===== src/hdl/pesh_pkg.sv =====
`timescale 1ns / 1ps

package pesh_pkg;

   localparam int QUEUE_DEPTH = 2;

   localparam logic [7:0]  MIN_ID_RESET  = 8'd188;
   localparam logic [23:0] PREFIX_CODE   = 24'h000001;
   localparam logic [23:0] WINDOW_EMPTY  = 24'hFFFFFF;
   localparam logic [1:0]  FILL_FULL     = 2'd3;
   localparam logic [15:0] SKIP_MAX      = 16'hFFFF;
   localparam logic [1:0]  FLAGS_INVALID = 2'd1;
   localparam logic [1:0]  FLAGS_PTS     = 2'd2;
   localparam logic [1:0]  FLAGS_PTS_DTS = 2'd3;
   localparam logic [3:0]  TS_BYTES_NONE = 4'd0;
   localparam logic [3:0]  TS_BYTES_PTS  = 4'd5;
   localparam logic [3:0]  TS_BYTES_BOTH = 4'd10;
   localparam logic [8:0]  HDR_FIXED     = 9'd3;
   localparam logic        STATUS_OK     = 1'b0;
   localparam logic        STATUS_FORMAT = 1'b1;

   typedef enum logic [2:0] {
      PH_HUNT,
      PH_LEN_HI,
      PH_LEN_LO,
      PH_FLAGS1,
      PH_FLAGS2,
      PH_HDRLEN,
      PH_HDRDATA
   } phase_type;

   typedef enum logic [2:0] {
      K_ID,
      K_LEN_HI,
      K_LEN_LO,
      K_FLAGS,
      K_HDRLEN,
      K_HDRDATA
   } kind_type;

   typedef struct packed {
      kind_type    kind;
      logic [7:0]  data;
      logic        ts_valid;
      logic [3:0]  ts_index;
      logic        emit;
      logic        status;
      logic [15:0] skipped;
   } word_type;

   typedef struct packed {
      logic [7:0]  stream_id;
      logic [15:0] packet_length;
      logic [1:0]  pts_dts_flags;
      logic [7:0]  hdr_length;
      logic [32:0] pts;
      logic [32:0] dts;
      logic [15:0] payload_len;
      logic        payload_unbounded;
      logic [15:0] skipped_bytes;
      logic        status;
   } result_type;

endpackage


===== src/hdl/pesh_front.sv =====
`timescale 1ns / 1ps

module pesh_front (
   input  logic              clock,
   input  logic              reset,
   input  logic              csr_wr_en,
   input  logic [7:0]        csr_wr_data,
   input  logic              in_valid,
   input  logic [7:0]        in_byte,
   output logic              in_ready,
   input  logic              q_ready,
   output logic              q_push,
   output pesh_pkg::word_type q_word
);
   import pesh_pkg::*;

   phase_type   phase_ff, phase_in;
   logic [7:0]  min_id_ff;
   logic [23:0] window_ff, window_in;
   logic [1:0]  fill_ff, fill_in;
   logic [15:0] skip_ff, skip_in;
   logic [7:0]  left_ff, left_in;
   logic [3:0]  ts_idx_ff, ts_idx_in;
   logic [1:0]  flags_ff, flags_in;

   logic       accept;
   logic       match;
   logic       hdr_emit;
   logic       hdr_invalid;
   logic       data_last;
   logic       ts_take;
   logic [3:0] ts_need;

   assign in_ready    = q_ready;
   assign accept      = in_valid & q_ready;
   assign match       = (window_ff == PREFIX_CODE) && (in_byte >= min_id_ff);
   assign hdr_invalid = (flags_ff == FLAGS_INVALID);
   assign hdr_emit    = hdr_invalid || (in_byte == 8'd0);
   assign data_last   = (left_ff == 8'd1);
   assign ts_need     = (flags_ff == FLAGS_PTS_DTS) ? TS_BYTES_BOTH :
                        (flags_ff == FLAGS_PTS) ? TS_BYTES_PTS : TS_BYTES_NONE;
   assign ts_take     = (ts_idx_ff < ts_need);

   // next state
   always_comb begin
      phase_in = phase_ff;
      if (accept) begin
         unique case (phase_ff)
            PH_HUNT:    phase_in = match ? PH_LEN_HI : PH_HUNT;
            PH_LEN_HI:  phase_in = PH_LEN_LO;
            PH_LEN_LO:  phase_in = PH_FLAGS1;
            PH_FLAGS1:  phase_in = PH_FLAGS2;
            PH_FLAGS2:  phase_in = PH_HDRLEN;
            PH_HDRLEN:  phase_in = hdr_emit ? PH_HUNT : PH_HDRDATA;
            PH_HDRDATA: phase_in = data_last ? PH_HUNT : PH_HDRDATA;
            default:    phase_in = PH_HUNT;
         endcase
      end
   end

   // words to the back end
   always_comb begin
      q_push         = 1'b0;
      q_word         = '0;
      q_word.kind    = K_ID;
      q_word.data    = in_byte;
      q_word.skipped = skip_ff;
      q_word.ts_index = ts_idx_ff;
      unique case (phase_ff)
         PH_HUNT: begin
            q_push      = accept & match;
            q_word.kind = K_ID;
         end
         PH_LEN_HI: begin
            q_push      = accept;
            q_word.kind = K_LEN_HI;
         end
         PH_LEN_LO: begin
            q_push      = accept;
            q_word.kind = K_LEN_LO;
         end
         PH_FLAGS1: begin
            q_push = 1'b0;
         end
         PH_FLAGS2: begin
            q_push      = accept;
            q_word.kind = K_FLAGS;
         end
         PH_HDRLEN: begin
            q_push        = accept;
            q_word.kind   = K_HDRLEN;
            q_word.emit   = hdr_emit;
            q_word.status = hdr_invalid ? STATUS_FORMAT : STATUS_OK;
         end
         PH_HDRDATA: begin
            q_push          = accept & (ts_take | data_last);
            q_word.kind     = K_HDRDATA;
            q_word.ts_valid = ts_take;
            q_word.emit     = data_last;
         end
         default: begin
            q_push = 1'b0;
         end
      endcase
   end

   // parser fields
   always_comb begin
      window_in = window_ff;
      fill_in   = fill_ff;
      skip_in   = skip_ff;
      left_in   = left_ff;
      ts_idx_in = ts_idx_ff;
      flags_in  = flags_ff;
      if (accept) begin
         unique case (phase_ff)
            PH_HUNT: begin
               if (!match) begin
                  window_in = {window_ff[15:0], in_byte};
                  if (fill_ff == FILL_FULL) begin
                     if (skip_ff != SKIP_MAX) skip_in = skip_ff + 16'd1;
                  end else begin
                     fill_in = fill_ff + 2'd1;
                  end
               end
            end
            PH_FLAGS2: begin
               flags_in = in_byte[7:6];
            end
            PH_HDRLEN: begin
               left_in   = in_byte;
               ts_idx_in = 4'd0;
               if (hdr_emit) begin
                  window_in = WINDOW_EMPTY;
                  fill_in   = 2'd0;
                  skip_in   = 16'd0;
               end
            end
            PH_HDRDATA: begin
               if (ts_take) ts_idx_in = ts_idx_ff + 4'd1;
               left_in = left_ff - 8'd1;
               if (data_last) begin
                  window_in = WINDOW_EMPTY;
                  fill_in   = 2'd0;
                  skip_in   = 16'd0;
               end
            end
            default: begin
               window_in = window_ff;
            end
         endcase
      end
   end

   always_ff @(posedge clock) begin
      if (reset) begin
         phase_ff  <= PH_HUNT;
         min_id_ff <= MIN_ID_RESET;
         window_ff <= WINDOW_EMPTY;
         fill_ff   <= 2'd0;
         skip_ff   <= 16'd0;
         left_ff   <= 8'd0;
         ts_idx_ff <= 4'd0;
         flags_ff  <= 2'd0;
      end else begin
         phase_ff  <= phase_in;
         window_ff <= window_in;
         fill_ff   <= fill_in;
         skip_ff   <= skip_in;
         left_ff   <= left_in;
         ts_idx_ff <= ts_idx_in;
         flags_ff  <= flags_in;
         if (csr_wr_en) min_id_ff <= csr_wr_data;
      end
   end

endmodule


===== src/hdl/pesh_queue.sv =====
`timescale 1ns / 1ps

module pesh_queue #(
   parameter int DEPTH = pesh_pkg::QUEUE_DEPTH
) (
   input  logic               clock,
   input  logic               reset,
   input  logic               push,
   input  pesh_pkg::word_type push_word,
   output logic               ready,
   input  logic               pop,
   output pesh_pkg::word_type pop_word,
   output logic               valid
);
   import pesh_pkg::*;

   localparam int PTR_W = (DEPTH > 1) ? $clog2(DEPTH) : 1;
   localparam int CNT_W = $clog2(DEPTH + 1);
   localparam logic [PTR_W-1:0] PTR_LAST = PTR_W'(DEPTH - 1);
   localparam logic [CNT_W-1:0] CNT_FULL = CNT_W'(DEPTH);

   word_type         entry_ff [DEPTH];
   logic [PTR_W-1:0] wr_ptr_ff, wr_ptr_in;
   logic [PTR_W-1:0] rd_ptr_ff, rd_ptr_in;
   logic [CNT_W-1:0] count_ff, count_in;
   logic             do_push, do_pop;

   assign ready    = (count_ff != CNT_FULL);
   assign valid    = (count_ff != '0);
   assign pop_word = entry_ff[rd_ptr_ff];
   assign do_push  = push & ready;
   assign do_pop   = pop & valid;

   always_comb begin
      wr_ptr_in = wr_ptr_ff;
      rd_ptr_in = rd_ptr_ff;
      count_in  = count_ff;
      if (do_push) wr_ptr_in = (wr_ptr_ff == PTR_LAST) ? '0 : wr_ptr_ff + PTR_W'(1);
      if (do_pop)  rd_ptr_in = (rd_ptr_ff == PTR_LAST) ? '0 : rd_ptr_ff + PTR_W'(1);
      if (do_push && !do_pop)      count_in = count_ff + CNT_W'(1);
      else if (do_pop && !do_push) count_in = count_ff - CNT_W'(1);
   end

   always_ff @(posedge clock) begin
      if (reset) begin
         wr_ptr_ff <= '0;
         rd_ptr_ff <= '0;
         count_ff  <= '0;
      end else begin
         wr_ptr_ff <= wr_ptr_in;
         rd_ptr_ff <= rd_ptr_in;
         count_ff  <= count_in;
      end
   end

   always_ff @(posedge clock) begin
      if (do_push) entry_ff[wr_ptr_ff] <= push_word;
   end

endmodule


===== src/hdl/pesh_back.sv =====
`timescale 1ns / 1ps

module pesh_back (
   input  logic                 clock,
   input  logic                 reset,
   input  logic                 q_valid,
   input  pesh_pkg::word_type   q_word,
   output logic                 q_pop,
   output logic                 out_valid,
   input  logic                 out_ready,
   output pesh_pkg::result_type out_result
);
   import pesh_pkg::*;

   function automatic logic [32:0] ts_merge(input logic [32:0] acc, input logic [2:0] k,
                                            input logic [7:0] b);
      logic [32:0] r;
      r = acc;
      unique case (k)
         3'd0:    r = {b[3:1], 30'd0};
         3'd1:    r = acc | {3'd0, b, 22'd0};
         3'd2:    r = acc | {11'd0, b[7:1], 15'd0};
         3'd3:    r = acc | {18'd0, b, 7'd0};
         default: r = acc | {26'd0, b[7:1]};
      endcase
      return r;
   endfunction

   logic [7:0]  id_ff, id_in;
   logic [15:0] skip_ff, skip_in;
   logic [15:0] len_ff, len_in;
   logic [1:0]  flags_ff, flags_in;
   logic [7:0]  hdr_ff, hdr_in;
   logic [32:0] pts_ff, pts_in;
   logic [32:0] dts_ff, dts_in;
   result_type  out_ff, out_in;
   logic        out_valid_ff, out_valid_in;

   logic        emit;
   logic [3:0]  dts_k;
   logic [8:0]  sub;
   logic [16:0] diff;

   assign q_pop      = q_valid & (!q_word.emit | !out_valid_ff | out_ready);
   assign emit       = q_pop & q_word.emit;
   assign out_valid  = out_valid_ff;
   assign out_result = out_ff;
   assign dts_k      = q_word.ts_index - TS_BYTES_PTS;

   always_comb begin
      id_in    = id_ff;
      skip_in  = skip_ff;
      len_in   = len_ff;
      flags_in = flags_ff;
      hdr_in   = hdr_ff;
      pts_in   = pts_ff;
      dts_in   = dts_ff;
      if (q_pop) begin
         unique case (q_word.kind)
            K_ID: begin
               id_in   = q_word.data;
               skip_in = q_word.skipped;
            end
            K_LEN_HI:  len_in   = {q_word.data, len_ff[7:0]};
            K_LEN_LO:  len_in   = {len_ff[15:8], q_word.data};
            K_FLAGS:   flags_in = q_word.data[7:6];
            K_HDRLEN: begin
               hdr_in = q_word.data;
               pts_in = '0;
               dts_in = '0;
            end
            K_HDRDATA: begin
               if (q_word.ts_valid) begin
                  if (q_word.ts_index < TS_BYTES_PTS)
                     pts_in = ts_merge(pts_ff, q_word.ts_index[2:0], q_word.data);
                  else
                     dts_in = ts_merge(dts_ff, dts_k[2:0], q_word.data);
               end
            end
            default: id_in = id_ff;
         endcase
      end
   end

   assign sub  = {1'b0, hdr_in} + HDR_FIXED;
   assign diff = {1'b0, len_in} - {8'd0, sub};

   always_comb begin
      out_in       = out_ff;
      out_valid_in = out_valid_ff;
      if (emit) begin
         out_valid_in              = 1'b1;
         out_in.stream_id          = id_in;
         out_in.packet_length      = len_in;
         out_in.pts_dts_flags      = flags_in;
         out_in.hdr_length         = hdr_in;
         out_in.pts                = q_word.status ? 33'd0 : pts_in;
         out_in.dts                = q_word.status ? 33'd0 : dts_in;
         out_in.payload_len        = diff[16] ? 16'd0 : diff[15:0];
         out_in.payload_unbounded  = diff[16];
         out_in.skipped_bytes      = skip_in;
         out_in.status             = q_word.status;
      end else if (out_ready) begin
         out_valid_in = 1'b0;
      end
   end

   always_ff @(posedge clock) begin
      if (reset) begin
         out_valid_ff <= 1'b0;
         id_ff        <= 8'd0;
         skip_ff      <= 16'd0;
         len_ff       <= 16'd0;
         flags_ff     <= 2'd0;
         hdr_ff       <= 8'd0;
         pts_ff       <= 33'd0;
         dts_ff       <= 33'd0;
      end else begin
         out_valid_ff <= out_valid_in;
         id_ff        <= id_in;
         skip_ff      <= skip_in;
         len_ff       <= len_in;
         flags_ff     <= flags_in;
         hdr_ff       <= hdr_in;
         pts_ff       <= pts_in;
         dts_ff       <= dts_in;
      end
   end

   always_ff @(posedge clock) begin
      out_ff <= out_in;
   end

endmodule


===== src/hdl/pes_header_parser_top.sv =====
// Throughput: one stream byte per cycle; input stalls only when the word queue is full.
// Result path: the result word for a header is registered in the word queue and then in the
// output register, and can be held back in the queue while the result side stalls.
// Reset: synchronous, active high; parser hunts from an empty window, min stream id 188.
`timescale 1ns / 1ps

module pes_header_parser_top #(
   parameter int QUEUE_DEPTH = pesh_pkg::QUEUE_DEPTH
) (
   input  logic         clock,
   input  logic         reset,
   input  logic         csr_wr_en,
   input  logic [7:0]   csr_wr_data,
   input  logic         req_tvalid,
   output logic         req_tready,
   input  logic [7:0]   req_tdata,   // data_byte
   output logic         rsp_tvalid,
   input  logic         rsp_tready,
   // stream_id, packet_length, pts_dts_flags, hdr_length, pts, dts,
   // payload_len, payload_unbounded, skipped_bytes, zero pad
   output logic [135:0] rsp_tdata,
   output logic         rsp_tuser    // status
);
   import pesh_pkg::*;

   word_type   push_word, pop_word;
   logic       push, q_ready, q_valid, pop;
   result_type result;

   pesh_front u_front (
      .clock       (clock),
      .reset       (reset),
      .csr_wr_en   (csr_wr_en),
      .csr_wr_data (csr_wr_data),
      .in_valid    (req_tvalid),
      .in_byte     (req_tdata),
      .in_ready    (req_tready),
      .q_ready     (q_ready),
      .q_push      (push),
      .q_word      (push_word)
   );

   pesh_queue #(.DEPTH(QUEUE_DEPTH)) u_queue (
      .clock     (clock),
      .reset     (reset),
      .push      (push),
      .push_word (push_word),
      .ready     (q_ready),
      .pop       (pop),
      .pop_word  (pop_word),
      .valid     (q_valid)
   );

   pesh_back u_back (
      .clock      (clock),
      .reset      (reset),
      .q_valid    (q_valid),
      .q_word     (pop_word),
      .q_pop      (pop),
      .out_valid  (rsp_tvalid),
      .out_ready  (rsp_tready),
      .out_result (result)
   );

   assign rsp_tdata = {3'd0,
                       result.skipped_bytes,
                       result.payload_unbounded,
                       result.payload_len,
                       result.dts,
                       result.pts,
                       result.hdr_length,
                       result.pts_dts_flags,
                       result.packet_length,
                       result.stream_id};
   assign rsp_tuser = result.status;

endmodule


===== config.mk =====
export PLATFORM = sky130hd
export DESIGN_NAME = pes_header_parser_top
export DESIGN_NICKNAME = d
export VERILOG_FILES = /design/src/hdl/pesh_pkg.sv /design/src/hdl/pesh_front.sv /design/src/hdl/pesh_queue.sv /design/src/hdl/pesh_back.sv /design/src/hdl/pes_header_parser_top.sv
export SDC_FILE = /design/constraint.sdc
export NUM_CORES = 1
export LEC_CHECK = 0
export BUFFER_PORTS_ARGS = -buffer_cell sky130_fd_sc_hd__buf_2
export CAP_MARGIN = 20
export CORE_MARGIN = 5
export CORE_UTILIZATION = 38
export CTS_CLUSTER_DIAMETER = 30
export CTS_CLUSTER_SIZE = 20
export DETAILED_ROUTE_END_ITERATION = 10
export PLACE_DENSITY_LB_ADDON = 0.25
export SYNTH_ARGS = -nofsm -noshare
export SYNTH_HDL_FRONTEND = slang
export SYNTH_SLANG_ARGS = --single-unit

===== constraint.sdc =====
create_clock -name clock -period 14.9 [get_ports clock]
set_input_delay 0 -clock clock [delete_from_list [all_inputs] [get_ports clock]]
set_output_delay 0 -clock clock [all_outputs]
set_load 0.05 [all_outputs]

-- Word level (Yosys, flattened, before mapping)
Memories as Yosys holds them, arrays and structs flattened. A register that Yosys moved wholly into a read port is not among the register bits.
Index checks and enable logic that the tools add are counted.
- bits in registers: 322
- bits in writable memories: 68
- bits of input ports: 21
- word-level logic and storage cells: 179
- memories kept: 1
- add/subtract/negate cells: 11
- magnitude comparators: 3
- equality and inequality tests: 32
- mux-type cells: 60
- bitwise operators: 18
- reduce and logical (&&, ||, !) cells: 25
- memory list (name ; words ; width ; read ports ; clocked after memory_dff ; wr ports ; RTL line ; RTL):
    u_queue.entry_ff ; 2 ; 34 ; 1 ; 1 ; 1 ; pesh_queue.sv:22 ; word_type entry_ff [DEPTH];
- operators with widths (cell ; number):
    $pmux W33 S4 ; 2
    $mux W33 ; 6
    $pmux W33 S2 ; 2
    $mux W16 ; 8
    $mux W24 ; 3
    $pmux W24 S3 ; 1
    $or A33 B15 Y33 ; 2
    $or A33 B22 Y33 ; 2
    $or A33 B30 Y33 ; 2
    $or A33 B7 Y33 ; 2
    $pmux W16 S3 ; 1
    $mux W8 ; 4
    $pmux W16 S2 ; 1
    $eq A24 B1 Y1 const B ; 1
    $eq A3 B2 Y1 const B ; 8
    $pmux W3 S7 ; 1
    $sub A16 B9 Y17 ; 1
    $add A16 B1 Y16 const B ; 1
    $mux W2 ; 8
    $ne A16 B16 Y1 const B ; 1
    $pmux W8 S2 ; 1
    $eq A3 B3 Y1 const B ; 5
    $pmux W3 S5 ; 1
    $eq A3 B1 Y1 const B ; 4
    other kinds (37) ; 81

-- Logic depth before layout (Yosys ltp)
Gate-level depths: netlist of run 1.
- word-level depth: 12
- gate-level depth with buffers: 20

-- Hierarchy
Synthesis of run 1 repeated with hierarchy kept, for this count alone.
- cell total of the unflattened synthesis: 1380
- area total of the unflattened synthesis: 16111.7 um2
- modules (own cells, without submodules) (module ; times used ; cells each ; area an instance (um2) ; sequential area each (um2)):
    pesh_back ; 1 ; 788 ; 9625.5 ; 6366.1
    pesh_front ; 1 ; 458 ; 3784.9 ; 1341.3
    pesh_queue ; 1 ; 130 ; 2675.1 ; 2142.1
    pes_header_parser_top ; 1 ; 4 ; 26.3 ; 0.0

-- Worst setup path after synthesis of run 1
Ideal clock, no wire load.
- path kind: register -> register
- start: register (tool-made name)
- end: register u_back.out_ff, in the netlist u_back.out_result[0], enable pin
- library setup time: 0.631 ns
- arrival time: 6.875 ns
- slack: 7.395 ns
- cell stages (with the launch flop): 7
- path buffers: 2
- path through: dfxtp_1 buf_2 mux2i_1 o21a_1 clkbuf_1 inv_1 nor2_1
- RTL lines (item ; RTL line ; RTL):
    to (signal assigned) ; pesh_back.sv:131 ; out_ff <= out_in;
    to (decl) ; pesh_back.sv:36 ; result_type out_ff, out_in;

==> results.md, run 1 <==
* Outcome: complete, no violations
* Total number of vias at 11400
* I/O Buffers at 156
* Total iterations of the first detailed-routing run at 5
* Startpoint Class: flip-flop
* Clk Latency, worst-skew pair at 590 ps
* CP Class: flip-flop to flip-flop
* Asr flop ratio synth at 0%
* WP data arrival at 5290 ps
* Mapped cell area at 0.0158 sq mm
* Max rail drop VDD at 88.8 uV
* Int Power at 2.42 mW
* Final GP Congestion at 0.854
* Yosys reg bits at 391
* Part of the power in the clock network at 61.2%
* Area Overhead vs Synth at 29.1%
* Final Hold Violating Endpoints at 0
* Largest net degree at the start of global routing at 87
* CTS root buf: clkbuf_16
* Worst R2R Path Depth at 16
* Switch share at 20.4%
* GR Overflow Total at 0
* Layout cells sized above 1 at 21.0%
* Clk buf depth at 3
* Power Density at 149 mW/mm^2
* First-pass GRT wire length at 61100 um
* CTS tree: built
* # nets final at 1707
* Clk sink count at 391
* Post-synth EDFFs at 202
* # DRC at 0
* Die ar. at 0.0458 sq mm
* Most frequent cells in the layout: nor2_1, edfxtp_1, dfxtp_1
* Worst EP required at 15200 ps
* Top post-synthesis cells by area: edfxtp_1, dfxtp_1, nor2_1
* CTS Buf Count at 86
* Sw power at 0.620 mW
* Area leader, netlist: edfxtp_1
* Max-slew violations at 0
* Synth unique cells at 75
* Seq pwr share at 37.3%
* Post-CTS resize count at 0
* Hold path depth at 2
* Max Clk Rate at 200 MHz
* Commonest register cell after synthesis: edfxtp_1
* Total wire length at 38100 um
* Crit Path Max Fanout at 61
* Layout Cells excl Fill at 2259
* Antenna violations before repair at 1
* Skew final at 15.5 ps
* Avg Cell Area, Syn at 11.1 sq um
* Initial drt markers at 589
* Worst-margin pin slew at 945 ps
* Setup bufs post-CTS at 0
* Max Cap Violations at 0
* Vias per inst at 5.06
* Seq/Total Area, Yosys at 62.3%
* Final setup viols at 0
* Vias in the first global route at 11300
* Total track usage at 16.2%
* Ys Warns at 0
* Unrepaired setup endpoints after global routing: false
* Rel. slew slack at 37.0%
* Most common cell after layout, fill and taps aside: nor2_1
* H-Tree Depth at 3
* Comb power frac at 1.5%
* Placed cell count at 2060
* Hpwl dp at 24900 um
* Die Y-Extent at 214 um
* Setup TNS at 0 ps
* Antenna-violating nets left at 0
* Worst-path clk slew at 50 ps
* Crit path capture type: flip-flop
* Crit path time final at 4990 ps
* Total chip power at 3.04 mW
* P_leak at 8.39 nW
* Initial core utilization at 38.5%
* Core Region at 0.0410 sq mm
* Mapped Cells at 1429
* # rows at 74
* Number of I/O pins at 160
* # hold bufs at CTS at 32
* Yosys top cell area share at 38.4%
* Per-cell routed wire length at 16.8 um
* Die Wd at 214 um
* Final period util at 33.5%
* Hold WC Path Type: input port to flip-flop
-- worst paths after layout --
kind                     startpoint                       to  slack (ps)
hold reg to reg   u_back.pts_ff[30]        u_back.pts_ff[30]         470
setup reg to reg          flip-flop    u_back.out_result[23]        9910
hold / removal         req_tdata[2]  u_queue.entry_ff[1][25]         280
setup / recovery          flip-flop    u_back.out_result[23]        9910
-- state kept, by name (all words and copies together) (netlist names), 3 cells and up, named ones only --
signal / cells
u_back.dts_ff: 33
u_front.left_ff: 8
u_back.id_ff: 8
u_back.pts_ff: 33
u_back.len_ff: 16
u_front.window_ff: 24
u_front.min_id_ff: 8
u_front.phase_ff: 3
u_front.skip_ff: 16
u_back.hdr_ff: 8
u_back.out_result: 134
u_queue.entry_ff: 68
u_back.skip_ff: 16
u_front.ts_idx_ff: 4
-- critical path, cell delays in order, from the launching register on --
cell and delay, ps:
dfxtp_2 330, buf_4 620, nand2b_1 160, o32ai_1 200
nand2_1 90, nor2_1 350, buf_4 270, mux2_2 370
ha_1 280, inv_1 40, ha_1 360, a21oi_1 220
o211ai_1 140, o211a_1 180, or3_1 360, nor2_1 560
nor3_1 160
-- per-layer routing --
layer / GRT usage, % / vias up / share of wire [%] / routed length [um]
met2: 26.5 / 304 / 47 / 17900
met1: 21.5 / 5470 / 45 / 17200
met4: 4.94 / 0 / 1.7 / 663
met3: 4.15 / 55 / 6.2 / 2350
li1: - / 5591 / - / -
met5: 0 / - / 0 / 0
-- metrics by stage --
stage	cell area (sq um)	hold slack, ps	utilization [%]	worst slack, ps
floorplan	15800	98.9	-	7390
global placement	17100	212	41.6	9680
detailed placement	17100	219	41.6	9560
CTS	20300	250	49.6	9540
global route	20400	289	49.7	9550
finish	20400	281	49.8	9910
-- synth_stat cells, types with 4 or more instances --
cell type,n
nor2b_1,7
buf_1,6
buf_4,4
o211ai_1,9
a32oi_1,6
ha_1,33
and2_1,36
nand4_1,12
o21a_1,8
nor2_1,271
xor2_1,7
a31oi_1,7
or4_1,5
nor4_1,8
nand2_1,64
o32ai_1,4
nand3_1,12
nand2b_1,16
xnor2_1,6
mux2i_1,51
o31ai_1,10
and3_1,7
or3_1,11
dfxtp_1,189
clkbuf_1,46
a21oi_1,101
nor3_1,46
o21ai_0,53
a211oi_1,10
mux2_2,20
a22oi_1,30
buf_2,16
nor3b_1,5
edfxtp_1,202
a21o_1,4
inv_1,53
-- layout make-up --
cell class	count	area, sq um
Antenna cell	1	2.50
Fill cell	3636	20600
Inverter	56	210
Tap cell	532	666
Timing Repair Buffer	206	1270
Multi-Input combinational cell	911	5450
Clock buffer	111	2430
Clock inverter	51	528
Sequential cell	391	9850
-- power groups by stage --
stage | Clock [mW] | Combinational [mW] | Sequential [mW]
final | 1.86 | 0.0470 | 1.13
after CTS | 1.89 | 0.0459 | 1.13
after global placement | 0 | 0.0381 | 1.15
after detailed placement | 0 | 0.0386 | 1.15
after floorplan | 0 | 0.0264 | 1.15
after global routing | 1.96 | 0.0524 | 1.13
-- kinds of logic after synthesis --
logic type | synth area share [%]
AO/OA/AOI/OAI | 10.9
XOR/XNOR | 0.720
adder cells (fa/ha/maj) | 2.74
buffers and inverters | 3.33
flip-flops | 62.3
multiplexers | 4.65
other | 0.0237
AND/OR/NAND/NOR | 15.3
Note: power is estimated with default switching activity, not from simulation.
==> run 2, diff against run 1 <==
Clock period 14.9 ns to 4.3 ns, I/O delays scaled along.
==> run 2 against run 1 <==
Against the previous run: sequential share of layout area is 0.086 points lower; flip-flop and latch count stayed put; non-clock buffer count is 11 higher; clock skew is 6.0 ps higher; critical path depth is 1 higher; final area is 0.18% higher; sequential power grew to 3.5 times the previous value; first-iteration DRC count is 21% higher; global-route usage is 0.56 points higher; worst hold slack worse by 130 ps; critical endpoint is now u_back.out_result[29]; clock power grew to 3.5 times the previous value; power grew to 3.5 times the previous value.
==> results.md, run 2 (synthesized netlist as in run 1, its figures left out) <==
* Initial core utilization at 38.5%
* H-Tree Depth at 3
* Clk sink count at 391
* Unrepaired setup endpoints after global routing: false
* Largest net degree at the start of global routing at 80
* Final period util at 90.6%
* Most frequent cells in the layout: nor2_1, edfxtp_1, dfxtp_1
* CP most frequent cell: nand2_1
* Hold WC Path Type: input port to flip-flop
* Total iterations of the first detailed-routing run at 5
* Fillcell total at 3623
* Antenna violations before repair at 0
* Total number of vias at 11600
* Max rail drop VDD at 269 uV
* First-pass GRT wire length at 63500 um
* Area post-placement at 0.0172 sq mm
* Hold path depth at 3
* CTS tree: built
* P_leak at 8.41 nW
* Setup TNS at 0 ps
* Max Clk Rate at 257 MHz
* Crit Path Max Fanout at 16
* Final GP Congestion at 0.820
* Rel. slew slack at 32.2%
* Startpoint Class: flip-flop
* Die ar. at 0.0458 sq mm
* # rows at 74
* Vias in the first global route at 11700
* Reg2reg setup slack at 400 ps
* Reg2Reg Capture Point: u_back.out_result[29]
* Per-cell routed wire length at 17.4 um
* Worst R2R Path Depth at 17
* Worst-margin pin slew at 1010 ps
* CP max stage cell: fa_1
* Crit path capture type: flip-flop
* CTS root buf: clkbuf_16
* Total track usage at 16.8%
* Area Overhead vs Synth at 29.3%
* Hold_sp: reset
* I/O Buffers at 156
* Final Hold Violating Endpoints at 0
* CP Cell Sequence: buf_4 -> nand2b_1 -> o32ai_1 -> nand2_1 -> nor2_1 -> buf_4 -> mux2_2 -> ha_1 -> inv_1 -> ha_1 -> fa_1 -> a211oi_2 -> o21ai_0 -> nand2_1 -> nand2_1 -> o31ai_1 -> a21oi_1
* Vias per inst at 5.13
* Most common cell after layout, fill and taps aside: nor2_1
* Hpwl dp at 25900 um
* Worst setup margin at 403 ps
* # nets final at 1717
* Final setup viols at 0
* Outcome: complete, no violations
* Max reg flops at 134
* Layout cells sized above 1 at 21.5%
* # diodes at 0
* Clk buf depth at 3
* Crit path time final at 3900 ps
* Dpl ws at 379 ps
* Initial drt markers at 714
* Combined area of the multi-input logic cells at 0.00545 sq mm
* Die Wd at 214 um
* CP Class: flip-flop to flip-flop
* Skew final at 21.6 ps
* WHS Endpoint: u_back.len_ff[3]
* Worst path top cell family by delay: adder cells
* Register area at 0.00985 sq mm
* Max Cap Violations at 0
* Final Core Density at 49.8%
* # DRC at 0
* Setup bufs post-CTS at 0
* Worst-path clk slew at 50 ps
* GR Overflow Total at 0
* CTS Buf Count at 85
* Final instance area at 0.0204 sq mm
* Power Density at 518 mW/mm^2
* Antenna-violating nets left at 0
* Clk Latency, worst-skew pair at 590 ps
* Max-slew violations at 0
* Total wire length at 39400 um
* Hold slack at 146 ps
* Number of I/O pins at 160
* Critical Path Max Stage Delay at 440 ps
* Core Region at 0.0410 sq mm
* Worst EP required at 4620 ps
* WP data arrival at 4220 ps
* CP bufs+invs at 3
* Die Y-Extent at 214 um
run 2: worst max path at each step:
stage / from / endpoint / slack, ps / depth (start not counted)
after floorplan: flip-flop / u_back.out_result[23] / 10 / 19
after global placement: flip-flop / u_back.out_result[23] / 450 / 13
after detailed placement: flip-flop / u_back.out_result[29] / 380 / 17
after CTS: flip-flop / u_back.out_result[29] / 350 / 17
after global routing: flip-flop / u_back.out_result[29] / 50 / 17
final: flip-flop / u_back.out_result[29] / 400 / 17
run 2: metal layers:
layer	vias to the layer above	share of wire, %	global-route usage [%]
li1	5608	-	-
met3	59	6.1	4.05
met2	310	48	27.8
met1	5638	44	21.6
met4	0	2.1	5.95
met5	-	0	0
run 2: power breakdown:
part	total (mW)	internal, mW	leakage [nW]	switching, mW
Clock	6.50	4.47	1.41	2.02
Combinational	0.162	0.0609	3.32	0.101
Sequential	3.93	3.92	3.69	0.0100
Total	10.6	8.45	8.41	2.13
run 2: final cells by class:
| cell class | instances | share of cell area [%] |
|---|---|---|
| Sequential cell | 391 | 48.2 |
| Multi-Input combinational cell | 911 | 26.7 |
| Clock buffer | 106 | 11.3 |
| Timing Repair Buffer | 217 | 6.55 |
| Tap cell | 532 | 3.26 |
| Clock inverter | 53 | 2.97 |
| Inverter | 56 | 1.03 |
run 2: what timing repair did:
item                                    4_1_cts  5_1_grt
endpoints found under the setup margin        0        1
hold endpoints to repair                     46        0
gates resized for setup                       0        1
hold buffers                                 31        0
run 2: worst reg2reg max path, cell delays in order, from the launching register on:
cell	delay (ps)
dfxtp_2	420
buf_4	200
nand2b_1	100
o32ai_1	180
nand2_1	90
nor2_1	90
buf_4	240
mux2_2	390
ha_1	280
inv_1	40
ha_1	220
fa_1	440
a211oi_2	250
o21ai_0	160
nand2_1	180
nand2_1	80
o31ai_1	200
a21oi_1	100
run 2: per-stage QoR:
step | total power, mW | cells
after CTS | 10.7 | 2265
after floorplan | 4.08 | 1431
after global placement | 4.13 | 2075
after detailed placement | 4.13 | 2075
final | 10.6 | 2266
after global routing | 10.9 | 2266
==> run 3, diff against run 2 <==
Settings changed: ABC_AREA set to 1.
==> run 3 against run 2 <==
Against the previous run: first-iteration DRC count is 30% higher; count of clock-buffer cells in the layout is 11 lower; worst hold slack better by 120 ps; non-clock buffer count stayed put; global-route usage is 0.53 points higher; combinational power grew to 32 times the previous value; register-to-register slack better by 40 ps; sequential power is 23% higher; clock power is 2% higher; clock skew is 8.6 ps higher; maximum frequency is 1.1% higher.
==> results.md, run 3 <==
* Outcome: complete, no violations
* Area leader, netlist: edfxtp_1
* Max Cap Violations at 0
* Seq/Total Area, Yosys at 59.2%
* Initial drt markers at 926
* Max rail drop VDD at 453 uV
* Setup bufs post-CTS at 0
* Max Clk Rate at 259 MHz
* Critical Path Max Stage Delay at 420 ps
* Skew final at 30.2 ps
* Number of I/O pins at 160
* Total track usage at 17.3%
* Total wire length at 41800 um
* Die ar. at 0.0481 sq mm
* Crit Path Max Fanout at 21
* Final period util at 89.7%
* # DRC at 0
* Sw power at 6.15 mW
* CTS root buf: clkbuf_16
* Largest net degree at the start of global routing at 102
* Switch share at 36.8%
* CTS tree: built
* Area Overhead vs Synth at 28.5%
* CP most frequent cell: nand2_1
* P_leak at 9.00 nW
* Most frequent cells in the layout: nand2_1, nor2_1, edfxtp_1
* # nets final at 2070
* Vias in the first global route at 12600
* Seq pwr share at 29.0%
* # rows at 76
* Dpl ws at 401 ps
* Clk Latency, worst-skew pair at 590 ps
* Count leader, synth: nand2_1
* GR Overflow Total at 0
* CTS Buf Count at 83
* Rel. slew slack at 39.5%
* Top post-synthesis cells by area: edfxtp_1, dfxtp_1, nand2_1
* CP Cell Sequence: buf_8 -> nand2_1 -> nand2_2 -> nand2_1 -> nand2_2 -> nor2_4 -> nand2_1 -> buf_4 -> o21ai_0 -> buf_4 -> ha_1 -> inv_1 -> ha_1 -> a21oi_1 -> o21a_1 -> nand2_1 -> nand2_1 -> nand3_4 -> nor2_8 -> nand3_2 -> inv_2 -> nor2_1
* Final instance area at 0.0214 sq mm
* CP max stage cell: dfxtp_1
* Unrepaired setup endpoints after global routing: false
* Total iterations of the first detailed-routing run at 5
* Area post-placement at 0.0180 sq mm
* Synth top cells by count: nand2_1, nor2_1, edfxtp_1
* Asr flop ratio synth at 0%
* First-pass GRT wire length at 66800 um
* Avg Cell Area, Syn at 9.36 sq um
* Fillcell total at 3989
* Max-slew violations at 0
* Mapped Cells at 1778
* Clk buf depth at 3
* Worst EP required at 4620 ps
* Worst-path clk slew at 50 ps
* # diodes at 0
* Part of the power in the clock network at 39.8%
* Final Hold Violating Endpoints at 0
* Die Wd at 219 um
* Comb power frac at 31.2%
* Commonest register cell after synthesis: edfxtp_1
* Setup TNS at 0 ps
* Hpwl dp at 28000 um
* Int Power at 10.5 mW
* WP data arrival at 4180 ps
* Per-cell routed wire length at 15.7 um
* Worst setup margin at 444 ps
* Yosys top cell area share at 36.4%
* Final GP Congestion at 0.859
* Final setup viols at 0
* H-Tree Depth at 3
* Post-synth EDFFs at 202
* Most common cell after layout, fill and taps aside: nand2_1
* Yosys reg bits at 391
* Crit path capture type: flip-flop
* Total number of vias at 12800
* Max reg flops at 134
* Startpoint Class: flip-flop
* Vias per inst at 4.79
* Crit path time final at 3860 ps
* Hold WC Path Type: input port to flip-flop
* Power Density at 780 mW/mm^2
* I/O Buffers at 156
* Die Y-Extent at 219 um
* Initial core utilization at 38.6%
* Ys Warns at 0
* Core Region at 0.0432 sq mm
* Antenna violations before repair at 0
* Mapped cell area at 0.0166 sq mm
* Clk sink count at 391
* Synth unique cells at 56
* Worst-margin pin slew at 897 ps
* Final Core Density at 49.5%
* Layout cells sized above 1 at 20.2%
* Antenna-violating nets left at 0
* CP Class: flip-flop to flip-flop
[run 3: cell count changes after synthesis, sizes merged, moves of 11 or more]
cell,delta
nand3,+55
o21ai,+76
nor3,-26
nand2b,-16
nor2,+25
and2,-35
mux2,-20
or3,-11
nand2,+294
mux2i,-51
inv,+152
[run 3: path summary, 6_finish.rpt]
| kind | startpoint | endpoint | slack, ps | cells past startpoint |
|---|---|---|---|---|
| min reg2reg | u_queue.rd_ptr_ff | u_queue.rd_ptr_ff | 450 | 1 |
| max reg2reg | flip-flop | u_back.out_result[31] | 440 | 22 |
| max | flip-flop | u_back.out_result[31] | 440 | 22 |
| min | req_tdata[4] | u_queue.entry_ff[0][27] | 270 | 2 |
[run 3: critical path, delay by kind of cell, from the launching register on]
| kind | cells | cell delay [ps] |
|---|---|---|
| AOI/OAI and AO/OA | 3 | 440 |
| and+or+nand+nor | 12 | 1190 |
| buffers and inverters | 5 | 920 |
| DFF | 1 | 420 |
| adders and majority gates | 2 | 600 |
[run 3: area by class of cell]
class | instances | area (sq um) | share of cell area [%]
Tap cell | 585 | 732 | 3.42
Clock inverter | 61 | 764 | 3.58
Multi-Input combinational cell | 1115 | 5690 | 26.6
Sequential cell | 391 | 9850 | 46.1
Clock buffer | 95 | 2220 | 10.4
Inverter | 207 | 783 | 3.66
Timing Repair Buffer | 217 | 1350 | 6.31
[run 3: logic make-up after synthesis]
kind of cell    after synthesis  share of synthesized area (%)
other cells                   1                         0.0225
xor+xnor                     22                           1.16
buf+inv                     274                           6.73
flops                       391                           59.2
compound gates              284                           9.92
simple gates                772                           20.4
fa+ha+maj                    34                           2.60
[run 3: stage by stage]
stage	std cells	power, mW	hold slack [ps]
after floorplan	1780	8.88	98.9
after global placement	2480	9.98	211
after detailed placement	2480	10.1	219
after CTS	2671	16.8	224
after global routing	2671	17.5	269
final	2671	16.7	269
[run 3: what timing repair did]
action / in CTS / in global routing
hold buffers: 35 / 0
setup endpoints to repair: 0 / 1
endpoints found under the hold margin: 47 / 0
resized for setup: 0 / 6
[run 3: power by group through the flow]
stage          Combinational, mW  Clock [mW]  Sequential (mW)
2_1_floorplan               2.77           0             6.11
3_3_place_gp                5.08           0             4.90
3_5_place_dp                5.17           0             4.91
4_1_cts                     5.22        6.76             4.84
5_1_grt                     5.69        6.96             4.89
6_report                    5.20        6.65             4.84
[run 3: routing by layer]
metal	GRT usage [%]	up-vias	part of all wire (%)
li1	-	6349	-
met1	23.0	6018	44
met2	27.9	346	47
met3	3.68	76	6.1
met4	6.62	0	2.5
met5	0	-	0
